`config.mk`:
```
export PLATFORM = sky130hd
export DESIGN_NAME = tilt_to_haptic_ring_drive_unit
export DESIGN_NICKNAME = d
export VERILOG_FILES = /design/src/rtl/thrd_pkg.sv /design/src/rtl/thrd_sqrt_cell.sv /design/src/rtl/thrd_duty_lane.sv /design/src/rtl/tilt_to_haptic_ring_drive_unit.sv
export SDC_FILE = /design/constraint.sdc
export NUM_CORES = 2
export LEC_CHECK = 0
export ABC_AREA = 0
export BUFFER_PORTS_ARGS = -buffer_cell sky130_fd_sc_hd__buf_2
export CAP_MARGIN = 30
export CORE_MARGIN = 4
export CORE_UTILIZATION = 44
export DETAILED_ROUTE_END_ITERATION = 8
export GPL_TIMING_DRIVEN = 0
export PLACE_DENSITY = 0.59
export SLEW_MARGIN = 20
export SYNTH_ARGS = -nofsm -noshare
export SYNTH_HDL_FRONTEND = slang
export SYNTH_SLANG_ARGS = --single-unit
```
`constraint.sdc`:
```
create_clock -name clk -period 5.8 [get_ports clk]
set_input_delay 0.58 -clock clk [delete_from_list [all_inputs] [get_ports clk]]
set_output_delay 0.58 -clock clk [all_outputs]
set_load 0.005 [all_outputs]
```
`src/rtl/thrd_pkg.sv`:
```
`default_nettype none
// ---------------------------------------------------------------------------
// thrd_pkg
// Shared types and constants for the tilt-to-haptic ring drive unit.
// ---------------------------------------------------------------------------
package thrd_pkg;

    localparam int AXIS_W      = 16;
    localparam int SQ_W        = 32;
    localparam int ROOT_W      = 16;
    localparam int REM_W       = 20;
    localparam int CELLS       = ROOT_W;
    localparam int RAW_W       = 10;
    localparam int DUTY_W      = 8;
    localparam int PROD_W      = 18;
    localparam int MOTORS      = 8;
    localparam int SCALE_SH    = 6;
    localparam int IDX_W       = 2;
    localparam int DATA_W      = 10;
    localparam int LANE_STAGES = 3;

    localparam logic [RAW_W-1:0]  THRESHOLD_RST = 10'd30;
    localparam logic [DUTY_W-1:0] FLOOR_RST     = 8'd50;
    localparam logic [DUTY_W-1:0] SPAN_RST      = 8'd130;
    localparam logic [DUTY_W-1:0] BIAS_RST      = 8'd30;
    localparam logic [DUTY_W-1:0] DUTY_MAX      = 8'd255;

    typedef enum logic [IDX_W-1:0] {
        REG_THRESHOLD = 2'd0,
        REG_FLOOR     = 2'd1,
        REG_SPAN      = 2'd2,
        REG_BIAS      = 2'd3
    } reg_index_t;

    typedef struct packed {
        logic signed [AXIS_W-1:0] accel_x;
        logic signed [AXIS_W-1:0] accel_y;
    } sample_t;

    typedef struct packed {
        logic [DUTY_W-1:0] duty_0;
        logic [DUTY_W-1:0] duty_1;
        logic [DUTY_W-1:0] duty_2;
        logic [DUTY_W-1:0] duty_3;
        logic [DUTY_W-1:0] duty_4;
        logic [DUTY_W-1:0] duty_5;
        logic [DUTY_W-1:0] duty_6;
        logic [DUTY_W-1:0] duty_7;
    } duties_t;

    typedef struct packed {
        logic [RAW_W-1:0]  threshold;
        logic [DUTY_W-1:0] floor_duty;
        logic [DUTY_W-1:0] span;
        logic [DUTY_W-1:0] bias;
    } cfg_t;

    typedef struct packed {
        logic             nz;
        logic             xneg;
        logic             yneg;
        logic [RAW_W-1:0] xs;
        logic [RAW_W-1:0] ys;
    } side_t;

    typedef struct packed {
        logic [SQ_W-1:0]   rad;
        logic [REM_W-1:0]  rem;
        logic [ROOT_W-1:0] root;
        side_t             side;
    } cell_t;

endpackage
`default_nettype wire

```
`src/rtl/thrd_sqrt_cell.sv`:
```
`default_nettype none
// ---------------------------------------------------------------------------
// thrd_sqrt_cell
// One digit step of the integer square root; hands its result to the next cell.
// ---------------------------------------------------------------------------
module thrd_sqrt_cell
    import thrd_pkg::*;
(
    input  wire logic  clk,
    input  wire logic  rst_n,
    input  wire logic  in_valid,
    input  wire cell_t in_data,
    output logic       out_valid,
    output cell_t      out_data
);

    logic        valid_reg;
    cell_t       data_reg;
    cell_t       data_next;
    logic [REM_W-1:0] rem_sh;
    logic [REM_W-1:0] trial;
    logic        ge;

    always_comb
    begin
        rem_sh    = {in_data.rem[REM_W-3:0], in_data.rad[SQ_W-1:SQ_W-2]};
        trial     = {{(REM_W-ROOT_W-2){1'b0}}, in_data.root, 2'b01};
        ge        = (rem_sh >= trial);
        data_next = in_data;
        data_next.rad  = {in_data.rad[SQ_W-3:0], 2'b00};
        data_next.rem  = ge ? (rem_sh - trial) : rem_sh;
        data_next.root = {in_data.root[ROOT_W-2:0], ge};
    end

    always_ff @(posedge clk or negedge rst_n)
    begin
        if (!rst_n)
        begin
            valid_reg <= 1'b0;
        end
        else
        begin
            valid_reg <= in_valid;
        end
    end

    always_ff @(posedge clk)
    begin
        data_reg <= data_next;
    end

    assign out_valid = valid_reg;
    assign out_data  = data_reg;

endmodule
`default_nettype wire

```
`src/rtl/thrd_duty_lane.sv`:
```
`default_nettype none
// ---------------------------------------------------------------------------
// thrd_duty_lane
// Maps one motor's raw strength to a PWM duty over three stages.
// ---------------------------------------------------------------------------
module thrd_duty_lane
    import thrd_pkg::*;
(
    input  wire logic             clk,
    input  wire logic [RAW_W-1:0] raw,
    input  wire cfg_t             cfg,
    output logic [DUTY_W-1:0]     duty
);

    logic [PROD_W-1:0] prod_a_reg;
    logic              ok_a_reg;
    logic [PROD_W-1:0] prod_b_reg;
    logic [RAW_W-1:0]  q0_b_reg;
    logic              ok_b_reg;
    logic [DUTY_W-1:0] duty_reg;

    logic [PROD_W+7:0] recip;
    logic [PROD_W:0]   resid;
    logic [RAW_W:0]    quot;
    logic [RAW_W+1:0]  sum;
    logic [DUTY_W-1:0] duty_next;

    always_comb
    begin
        recip = {8'b0, prod_a_reg} + {prod_a_reg, 8'b0};
        resid = {1'b0, prod_b_reg} + {{(PROD_W-RAW_W+1){1'b0}}, q0_b_reg}
              - {1'b0, q0_b_reg, 8'b0};
        quot  = {1'b0, q0_b_reg} + {{RAW_W{1'b0}}, (resid >= (PROD_W+1)'(255))};
        sum   = {{(RAW_W+2-DUTY_W){1'b0}}, cfg.floor_duty} + {1'b0, quot};
        if (!ok_b_reg)
        begin
            duty_next = '0;
        end
        else if (sum > {{(RAW_W+2-DUTY_W){1'b0}}, DUTY_MAX})
        begin
            duty_next = DUTY_MAX;
        end
        else
        begin
            duty_next = sum[DUTY_W-1:0];
        end
    end

    always_ff @(posedge clk)
    begin
        prod_a_reg <= PROD_W'(cfg.span) * PROD_W'(raw);
        ok_a_reg   <= (raw >= cfg.threshold);
        prod_b_reg <= prod_a_reg;
        q0_b_reg   <= recip[PROD_W+7:16];
        ok_b_reg   <= ok_a_reg;
        duty_reg   <= duty_next;
    end

    assign duty = duty_reg;

endmodule
`default_nettype wire

```
`src/rtl/tilt_to_haptic_ring_drive_unit.sv`:
```
`default_nettype none
// ---------------------------------------------------------------------------
// tilt_to_haptic_ring_drive_unit
// Turns a signed X/Y tilt sample into PWM duties for a ring of eight motors.
//
// Usage:
//   Pulse start with a sample; a transaction is accepted on any edge where
//   start is high and busy is low. busy stays low: a new sample may be
//   issued every cycle.
//   done is high for exactly one cycle with all eight duties on result.
//   The receiver cannot stall, so results must be taken in that cycle.
//   Pipeline: abs/square/sum registers, 16 square-root cells (one result
//   bit per cell), a motor-select register, then the duty mapping lanes.
//   Throughput: one transaction per cycle.
//   Registers are written through wr_en/wr_index/wr_data; the user must
//   write them with no transaction in flight (the block does not enforce
//   it); they take effect at once. Reset clears all in-flight transactions
//   and loads the default threshold 30, floor 50, span 130 and bias 30.
// ---------------------------------------------------------------------------
module tilt_to_haptic_ring_drive_unit
    import thrd_pkg::*;
(
    input  wire logic              clk,
    input  wire logic              rst_n,
    input  wire logic              start,
    output logic                   busy,
    input  wire sample_t           sample,
    output logic                   done,
    output duties_t                result,
    input  wire logic              wr_en,
    input  wire logic [IDX_W-1:0]  wr_index,
    input  wire logic [DATA_W-1:0] wr_data
);

    cfg_t  cfg_reg;
    cfg_t  cfg_next;

    logic  accept;
    logic [AXIS_W-1:0] ux;
    logic [AXIS_W-1:0] uy;
    logic [AXIS_W-1:0] ax;
    logic [AXIS_W-1:0] ay;
    side_t side_next;

    logic              v0_reg;
    logic [AXIS_W-1:0] ax_reg;
    logic [AXIS_W-1:0] ay_reg;
    side_t             side0_reg;

    logic              v1_reg;
    logic [SQ_W-1:0]   sqx_reg;
    logic [SQ_W-1:0]   sqy_reg;
    side_t             side1_reg;

    logic              v2_reg;
    logic [SQ_W-1:0]   sum_reg;
    side_t             side2_reg;

    logic  cell_v [CELLS+1];
    cell_t cell_d [CELLS+1];

    logic [RAW_W-1:0] raw_next [MOTORS];
    logic [RAW_W-1:0] raw_reg  [MOTORS];
    logic             vraw_reg;
    logic [RAW_W-1:0] yf;
    logic [RAW_W-1:0] dg;
    side_t            tail;

    logic [LANE_STAGES-1:0] vlane_reg;
    logic [DUTY_W-1:0]      duty [MOTORS];
    logic [MOTORS-1:0]      nz_vec;

    assign busy   = 1'b0;
    assign accept = start && !busy;

    always_comb
    begin
        cfg_next = cfg_reg;
        if (wr_en)
        begin
            unique case (wr_index)
                REG_THRESHOLD: cfg_next.threshold  = wr_data[RAW_W-1:0];
                REG_FLOOR:     cfg_next.floor_duty = wr_data[DUTY_W-1:0];
                REG_SPAN:      cfg_next.span       = wr_data[DUTY_W-1:0];
                REG_BIAS:      cfg_next.bias       = wr_data[DUTY_W-1:0];
                default:       cfg_next = cfg_reg;
            endcase
        end
    end

    always_ff @(posedge clk or negedge rst_n)
    begin
        if (!rst_n)
        begin
            cfg_reg.threshold  <= THRESHOLD_RST;
            cfg_reg.floor_duty <= FLOOR_RST;
            cfg_reg.span       <= SPAN_RST;
            cfg_reg.bias       <= BIAS_RST;
        end
        else
        begin
            cfg_reg <= cfg_next;
        end
    end

    // front end: magnitude, squares, sum
    always_comb
    begin
        ux = sample.accel_x;
        uy = sample.accel_y;
        ax = ux[AXIS_W-1] ? (~ux + 1'b1) : ux;
        ay = uy[AXIS_W-1] ? (~uy + 1'b1) : uy;
        side_next.nz   = (ax != '0) && (ay != '0);
        side_next.xneg = ux[AXIS_W-1];
        side_next.yneg = uy[AXIS_W-1];
        side_next.xs   = RAW_W'(ax >> SCALE_SH);
        side_next.ys   = RAW_W'(ay >> SCALE_SH);
    end

    always_ff @(posedge clk or negedge rst_n)
    begin
        if (!rst_n)
        begin
            v0_reg    <= 1'b0;
            v1_reg    <= 1'b0;
            v2_reg    <= 1'b0;
            vraw_reg  <= 1'b0;
            vlane_reg <= '0;
        end
        else
        begin
            v0_reg    <= accept;
            v1_reg    <= v0_reg;
            v2_reg    <= v1_reg;
            vraw_reg  <= cell_v[CELLS];
            vlane_reg <= {vlane_reg[LANE_STAGES-2:0], vraw_reg};
        end
    end

    always_ff @(posedge clk)
    begin
        ax_reg    <= ax;
        ay_reg    <= ay;
        side0_reg <= side_next;
        sqx_reg   <= SQ_W'(ax_reg) * SQ_W'(ax_reg);
        sqy_reg   <= SQ_W'(ay_reg) * SQ_W'(ay_reg);
        side1_reg <= side0_reg;
        sum_reg   <= sqx_reg + sqy_reg;
        side2_reg <= side1_reg;
    end

    // root cell chain
    always_comb
    begin
        cell_v[0]      = v2_reg;
        cell_d[0].rad  = sum_reg;
        cell_d[0].rem  = '0;
        cell_d[0].root = '0;
        cell_d[0].side = side2_reg;
    end

    for (genvar i = 0; i < CELLS; i++)
    begin : g_cell
        thrd_sqrt_cell u_cell (
            .clk       (clk),
            .rst_n     (rst_n),
            .in_valid  (cell_v[i]),
            .in_data   (cell_d[i]),
            .out_valid (cell_v[i+1]),
            .out_data  (cell_d[i+1])
        );
    end

    // motor select
    always_comb
    begin
        tail = cell_d[CELLS].side;
        yf   = tail.ys + RAW_W'(cfg_reg.bias);
        dg   = RAW_W'(cell_d[CELLS].root >> SCALE_SH);
        for (int m = 0; m < MOTORS; m++)
        begin
            raw_next[m] = '0;
        end
        if (tail.nz)
        begin
            case ({tail.yneg, tail.xneg})
                2'b10:
                begin
                    raw_next[0] = yf;
                    raw_next[1] = dg;
                    raw_next[2] = tail.xs;
                end
                2'b11:
                begin
                    raw_next[4] = yf;
                    raw_next[3] = dg;
                    raw_next[2] = tail.xs;
                end
                2'b01:
                begin
                    raw_next[4] = yf;
                    raw_next[5] = dg;
                    raw_next[6] = tail.xs;
                end
                default:
                begin
                    raw_next[0] = yf;
                    raw_next[7] = dg;
                    raw_next[6] = tail.xs;
                end
            endcase
        end
    end

    always_ff @(posedge clk)
    begin
        raw_reg <= raw_next;
    end

    for (genvar m = 0; m < MOTORS; m++)
    begin : g_lane
        thrd_duty_lane u_lane (
            .clk  (clk),
            .raw  (raw_reg[m]),
            .cfg  (cfg_reg),
            .duty (duty[m])
        );
        assign nz_vec[m] = (duty[m] != '0);
    end

    assign done          = vlane_reg[LANE_STAGES-1];
    assign result.duty_0 = duty[0];
    assign result.duty_1 = duty[1];
    assign result.duty_2 = duty[2];
    assign result.duty_3 = duty[3];
    assign result.duty_4 = duty[4];
    assign result.duty_5 = duty[5];
    assign result.duty_6 = duty[6];
    assign result.duty_7 = duty[7];

    a_done_latency: assert property (@(posedge clk) disable iff (!rst_n)
        done |-> $past(start, 23))
        else $error("result without a matching transaction");

    a_three_motors: assert property (@(posedge clk) disable iff (!rst_n)
        (done && cfg_reg.threshold != '0) |-> ($countones(nz_vec) <= 3))
        else $error("more than three motors driven");

    a_opposite_y: assert property (@(posedge clk) disable iff (!rst_n)
        (done && cfg_reg.threshold != '0) |-> !(nz_vec[0] && nz_vec[4]))
        else $error("opposite Y motors both driven");

endmodule
`default_nettype wire
```
# Word-level counts from Yosys, hierarchy flattened
# Index checks and enable logic that the tools add are counted.
# word_totals
latch_bits	0
mem_count	0
regBits	1781
ram_bits	0
mem_bits_ro	0
out_inout_bits	66
elab_cells	389
inputBits	48
# classes
n_shift	0
mux	25
div_mod_pow	0
n_addsub	59
multipliers	10
magnitude_cmp	40
n_reduce_logical	18
eq_ne	6
n_bitwise	3
# op_table
operator	count
2-to-1 mux 18 bit	14
adder 18 x 26 -> 26 bit	8
adder 18 x 10 -> 19 bit	8
greater-or-equal comparator 19 x 8 -> 1 bit, second input constant	8
subtractor 19 x 18 -> 19 bit	8
multiplier 8 x 10 -> 18 bit	8
adder 8 x 11 -> 12 bit	8
> comparator 12 x 8 -> 1 bit, second input constant	8
adder 10 x 1 -> 11 bit	8
greater-or-equal comparator 10 bit	8
multiplier 16 x 16 -> 32 bit	2
2-to-1 mux 8 bit	8
adder 16 x 1 -> 16 bit, second input constant	2
adder 32 bit	1
2-to-1 mux 16 bit	2
NOT 16 bit	2
nonzero test 16 bit	2
greater-or-equal comparator 20 x 10 -> 1 bit	1
greater-or-equal comparator 20 x 11 -> 1 bit	1
greater-or-equal comparator 20 x 12 -> 1 bit	1
greater-or-equal comparator 20 x 13 -> 1 bit	1
greater-or-equal comparator 20 x 14 -> 1 bit	1
greater-or-equal comparator 20 x 15 -> 1 bit	1
greater-or-equal comparator 20 x 16 -> 1 bit	1
other kinds (35)	49

# Longest topological paths before layout
# depth
word_depth	7
ltp_mapped	25
ltp_nobuf	25

# Modules after synthesis
# Synthesis repeated with hierarchy kept, for this count alone.
# hier_totals
cells_unflattened	12154
area_unflattened_um2	119621.0
# by_module_without_submodules
mod	area_each_um2	cells_each	seq_area_each_um2	instances
thrd_sqrt_cell at g_cell[13].u_cell ...	3050.4	281	1806.7	12
thrd_duty_lane at g_lane[0].u_lane ...	5816.8	650	1121.1	5
tilt_to_haptic_ring_drive_unit	24317.1	2521	6147.1	1
thrd_sqrt_cell at g_cell[0].u_cell ...	3037.9	263	1806.7	4
thrd_duty_lane at g_lane[5].u_lane	5829.3	651	1121.1	1
thrd_duty_lane at g_lane[6].u_lane	5819.3	658	1121.1	1
thrd_duty_lane at g_lane[7].u_lane	5814.3	650	1121.1	1

# Worst setup path after synthesis
# OpenSTA, ideal clock, no wires.
# synth_path
kind	reg-to-reg
start	register side0_reg[3] (netlist name)
end	register sqy_reg[30]
n_path_buf	1
setup_slack_ns	-0.042
path_stages_with_launch	23
required_ns	5.728
arrival_ns	5.770
synth_period_minus_slack_ns	5.842
setup_time_ns	0.072
path_cell_list	dfxtp_1 > clkbuf_1 > nand2_1 > fa_1 > inv_1 > fa_1 > inv_1 > fa_1 > inv_1 > fa_1 > inv_1 > fa_1 > inv_1 > fa_1 > ha_1 > nand2_1 > o21ai_0 > a221oi_1 > o21ai_0 > a21o_1 > a21boi_0 > o21a_1 > xnor2_1
# synth_rtl
element	line_no	rtl
end signal: assignment	tilt_to_haptic_ring_drive_unit.sv:146	sqy_reg <= SQ_W'(ay_reg) * SQ_W'(ay_reg);
end: declaration	tilt_to_haptic_ring_drive_unit.sv:52	logic [SQ_W-1:0] sqy_reg;

==> metrics.txt <==
distinct cell type count after synthesis ~80; Vias/cell roughly 5; slowest cell on the critical path fa_2; detailed-route via count approximately 60,000; post-synthesis sequential area ratio 0.3382; share of cells above drive strength 1 0.09843; crit path DAT between 6 and 7 ns; I/O Pins 114; DPL Wire Length between 150,000 and 200,000 um; DRT iter0 DRCs 3,043; Post-Layout Cell Count 11,917; worst skew pair latency about 0.80 ns; flip-flop count of the largest register after layout roughly 720; Die Width 453.6 um; post-route cell area roughly 100,000 um^2; count leader, synth dfxtp_1; worst slew pin tran between 0.9 and 1 ns; global-route wire length before repair approximately 330,000 um; cell row count 163; period utilization 1.008; clock tree root buffer cell clkbuf_16; area of the mapped netlist between 80,000 and 90,000 um^2; crit path launch type flip-flop; clk sinks approximately 1,500; initial core utilization 0.4425; area grow syn2layout 14.18%; Max Clock Skew ~0.039 ns; GR Overflow Total 0; DIE AREA slightly above 200,000 um^2; setup ws final -0.04840 ns; total CTS buffers between 150 and 200; drt wl/cell 16.81 um; Primary FF master, synth dfxtp_1; htree depth 4; slowest stage delay, CP around 0.57 ns; Final Critical Period around 5.8 ns; status complete, but fails checks; Pre-antenna DRT Iters 7; Final Hold Fails 0; Synth Register Bits 1,461; Syn Inst Count ~8,700; vias in the first global route around 62,000; Setup violations, final 2; nets roughly 11,000; RePlAce Congestion slightly above 0.9; Yosys warnings 0; area share of the largest cell type after synthesis 0.3217; Synth async-reset ratio 0.03901; clock-pin transition on the worst setup and hold timing paths about 0.060 ns; CP max FO 6; critical path class flip-flop to flip-flop; hold crit path type primary input to flip-flop; Fill cells 18,088; CP Cell Sequence clkbuf_16 > buf_4 > nand2_2 > fa_1 > inv_1 > fa_1 > inv_1 > fa_1 > inv_1 > fa_1 > inv_1 > fa_2 > inv_1 > fa_2 > ha_4 > a21oi_2 > o21ai_1 > a21oi_2 > a21oi_4 > a31o_2 > a31o_2 > a21oi_4 > xnor2_2; total track usage 0.1972; CTS tree yes; worst path bufs/invs 7; CP top delay family adder cells; initial antenna violation count 3; I/O Buffers around 110; Bufs on Longest Clock Path 3; Placed Area between 90,000 and 100,000 um^2; drt drc 0; synth top area cells dfxtp_1 (32%), fa_1 (17%), ha_1 (15%); dominant cell type by area after synthesis dfxtp_1; unrepaired setup endpoints after global routing yes; Synth top cells by count dfxtp_1 (1,404), inv_1 (1,346), ha_1 (1,078), fa_1 (746), nand2_1 (705); max-slew violations 0; die height ~450 um; largest net degree at the start of global routing between 50 and 60; failing checks setup timing; Avg Cell Area, Syn about 10 um^2; post-route ant nets 0; EDFF count, synth 0; CP most frequent cell inv_1; Worst slew margin 0.3421; Placed Cells incl. Taps between 10,000 and 15,000; f_max 171.0 MHz; required time worst endpoint around 6.5 ns; Total Routed Length about 200,000 um; Worst setup EP type flip-flop; Core ar. 197,400 um^2; max_cap viols 0
==> worst register-to-register path: cells and delay by family (launching register included) <==
family | cells | cell delay (ns)
and+or+nand+nor | 1 | 0.09
DFF | 1 | 0.35
xor gates and xnor gates | 1 | 0.14
adders and majority gates | 7 | 3.37
AOI/OAI and AO/OA | 7 | 1.22
buffers and inverters | 7 | 0.59
==> per-layer routing <==
layer	share of wire	GRT usage	vias to the layer above	wire [um]
met5	0.000065	0	-	13
met4	0.040	0.07545	2	8000
met3	0.038	0.02553	389	7639
met2	0.49	0.3460	1224	98120
met1	0.43	0.2467	28738	86550
li1	-	-	29153	-
==> cell families (layout without fill, tap and decap cells) <==
group	count (synthesis)	count (layout)	synth area share
AND/OR/NAND/NOR	2205	2205	0.1271
adder cells (fa/ha/maj)	1824	1824	0.3253
buffers and inverters	1500	2034	0.06451
flip-flops	1461	1461	0.3382
AO/OA/AOI/OAI	1201	1201	0.08842
XOR/XNOR	492	492	0.04932
multiplexers	57	57	0.007032
other	1	3	0.00004292
==> layout make-up <==
type / count / area (um^2) / share of cell area
buffer: 150 / 1107 / 0.01110
inverter: 1347 / 5091 / 0.05104
clock buffer: 195 / 4144 / 0.04154
tap: 2640 / 3303 / 0.03311
multi-input combinational: 5781 / 53500 / 0.5363
antenna: 1 / 2.502 / 0.00002509
timing repair buffer: 268 / 1942 / 0.01947
clock inverter: 74 / 996.0 / 0.009984
sequential: 1461 / 29670 / 0.2974
==> path summary, 6_finish.rpt <==
path	cells after the start	start	to	slack [ns]
worst min register to register	0	g_cell[12].u_cell.out_data[34]	g_cell[13].u_cell.out_data[35]	0.31
min in group asynchronous	2	rst_n	g_cell[4].u_cell.out_valid	0.40
max in group asynchronous	2	rst_n	cfg_reg[23]	4.82
worst min-delay path	2	sample[22]	side0_reg[10]	0.09
worst max-delay path	23	side0_reg[13]	sqx_reg[30]	-0.05
worst max register to register	23	side0_reg[13]	sqx_reg[30]	-0.05
==> through the flow <==
step | worst slack [ns] | hold WS [ns] | util | TNS [ns]
after detailed placement | -1.441 | 0.3121 | 0.4627 | -36.43
after global routing | -0.2382 | 0.05419 | 0.5053 | -2.303
after CTS | -0.008266 | 0.006380 | 0.4988 | -0.009435
after global placement | -1.683 | 0.3101 | 0.4621 | -35.79
after floorplan | -0.02697 | 0.2844 | - | -0.02697
final | -0.04840 | 0.09355 | 0.5053 | -0.06009
==> cell usage in the layout (no fill, tap or decap), drive strengths merged, types with 37 or more instances in the layout <==
cell type,instances
clkbuf,324
nor3,127
o21ai,242
nor2b,84
xor2,168
o31ai,39
a21oi,337
dfxtp,1404
fa,746
dfrtp,44
a31oi,37
and3,59
inv,1350
nand3,88
o21a,134
o21bai,41
nand2,707
ha,1078
clkinv,47
and2,515
nor2,332
buf,258
nor4,42
xnor2,324
a21o,140
nand2b,89
==> timing repair <==
| action | CTS | global route |
|---|---|---|
| pin swaps | 71 | 127 |
| setup endpoints to repair | 91 | 101 |
| gates cloned | 2 | 2 |
| resized for setup | 298 | 247 |
| setup buffers | 61 | 55 |
| hold endpoints to repair | 75 | 0 |
| hold buffers | 31 | 0 |
Power is not shown: default switching activity piles up to over one toggle a cycle in this logic, so the estimate is an artifact.
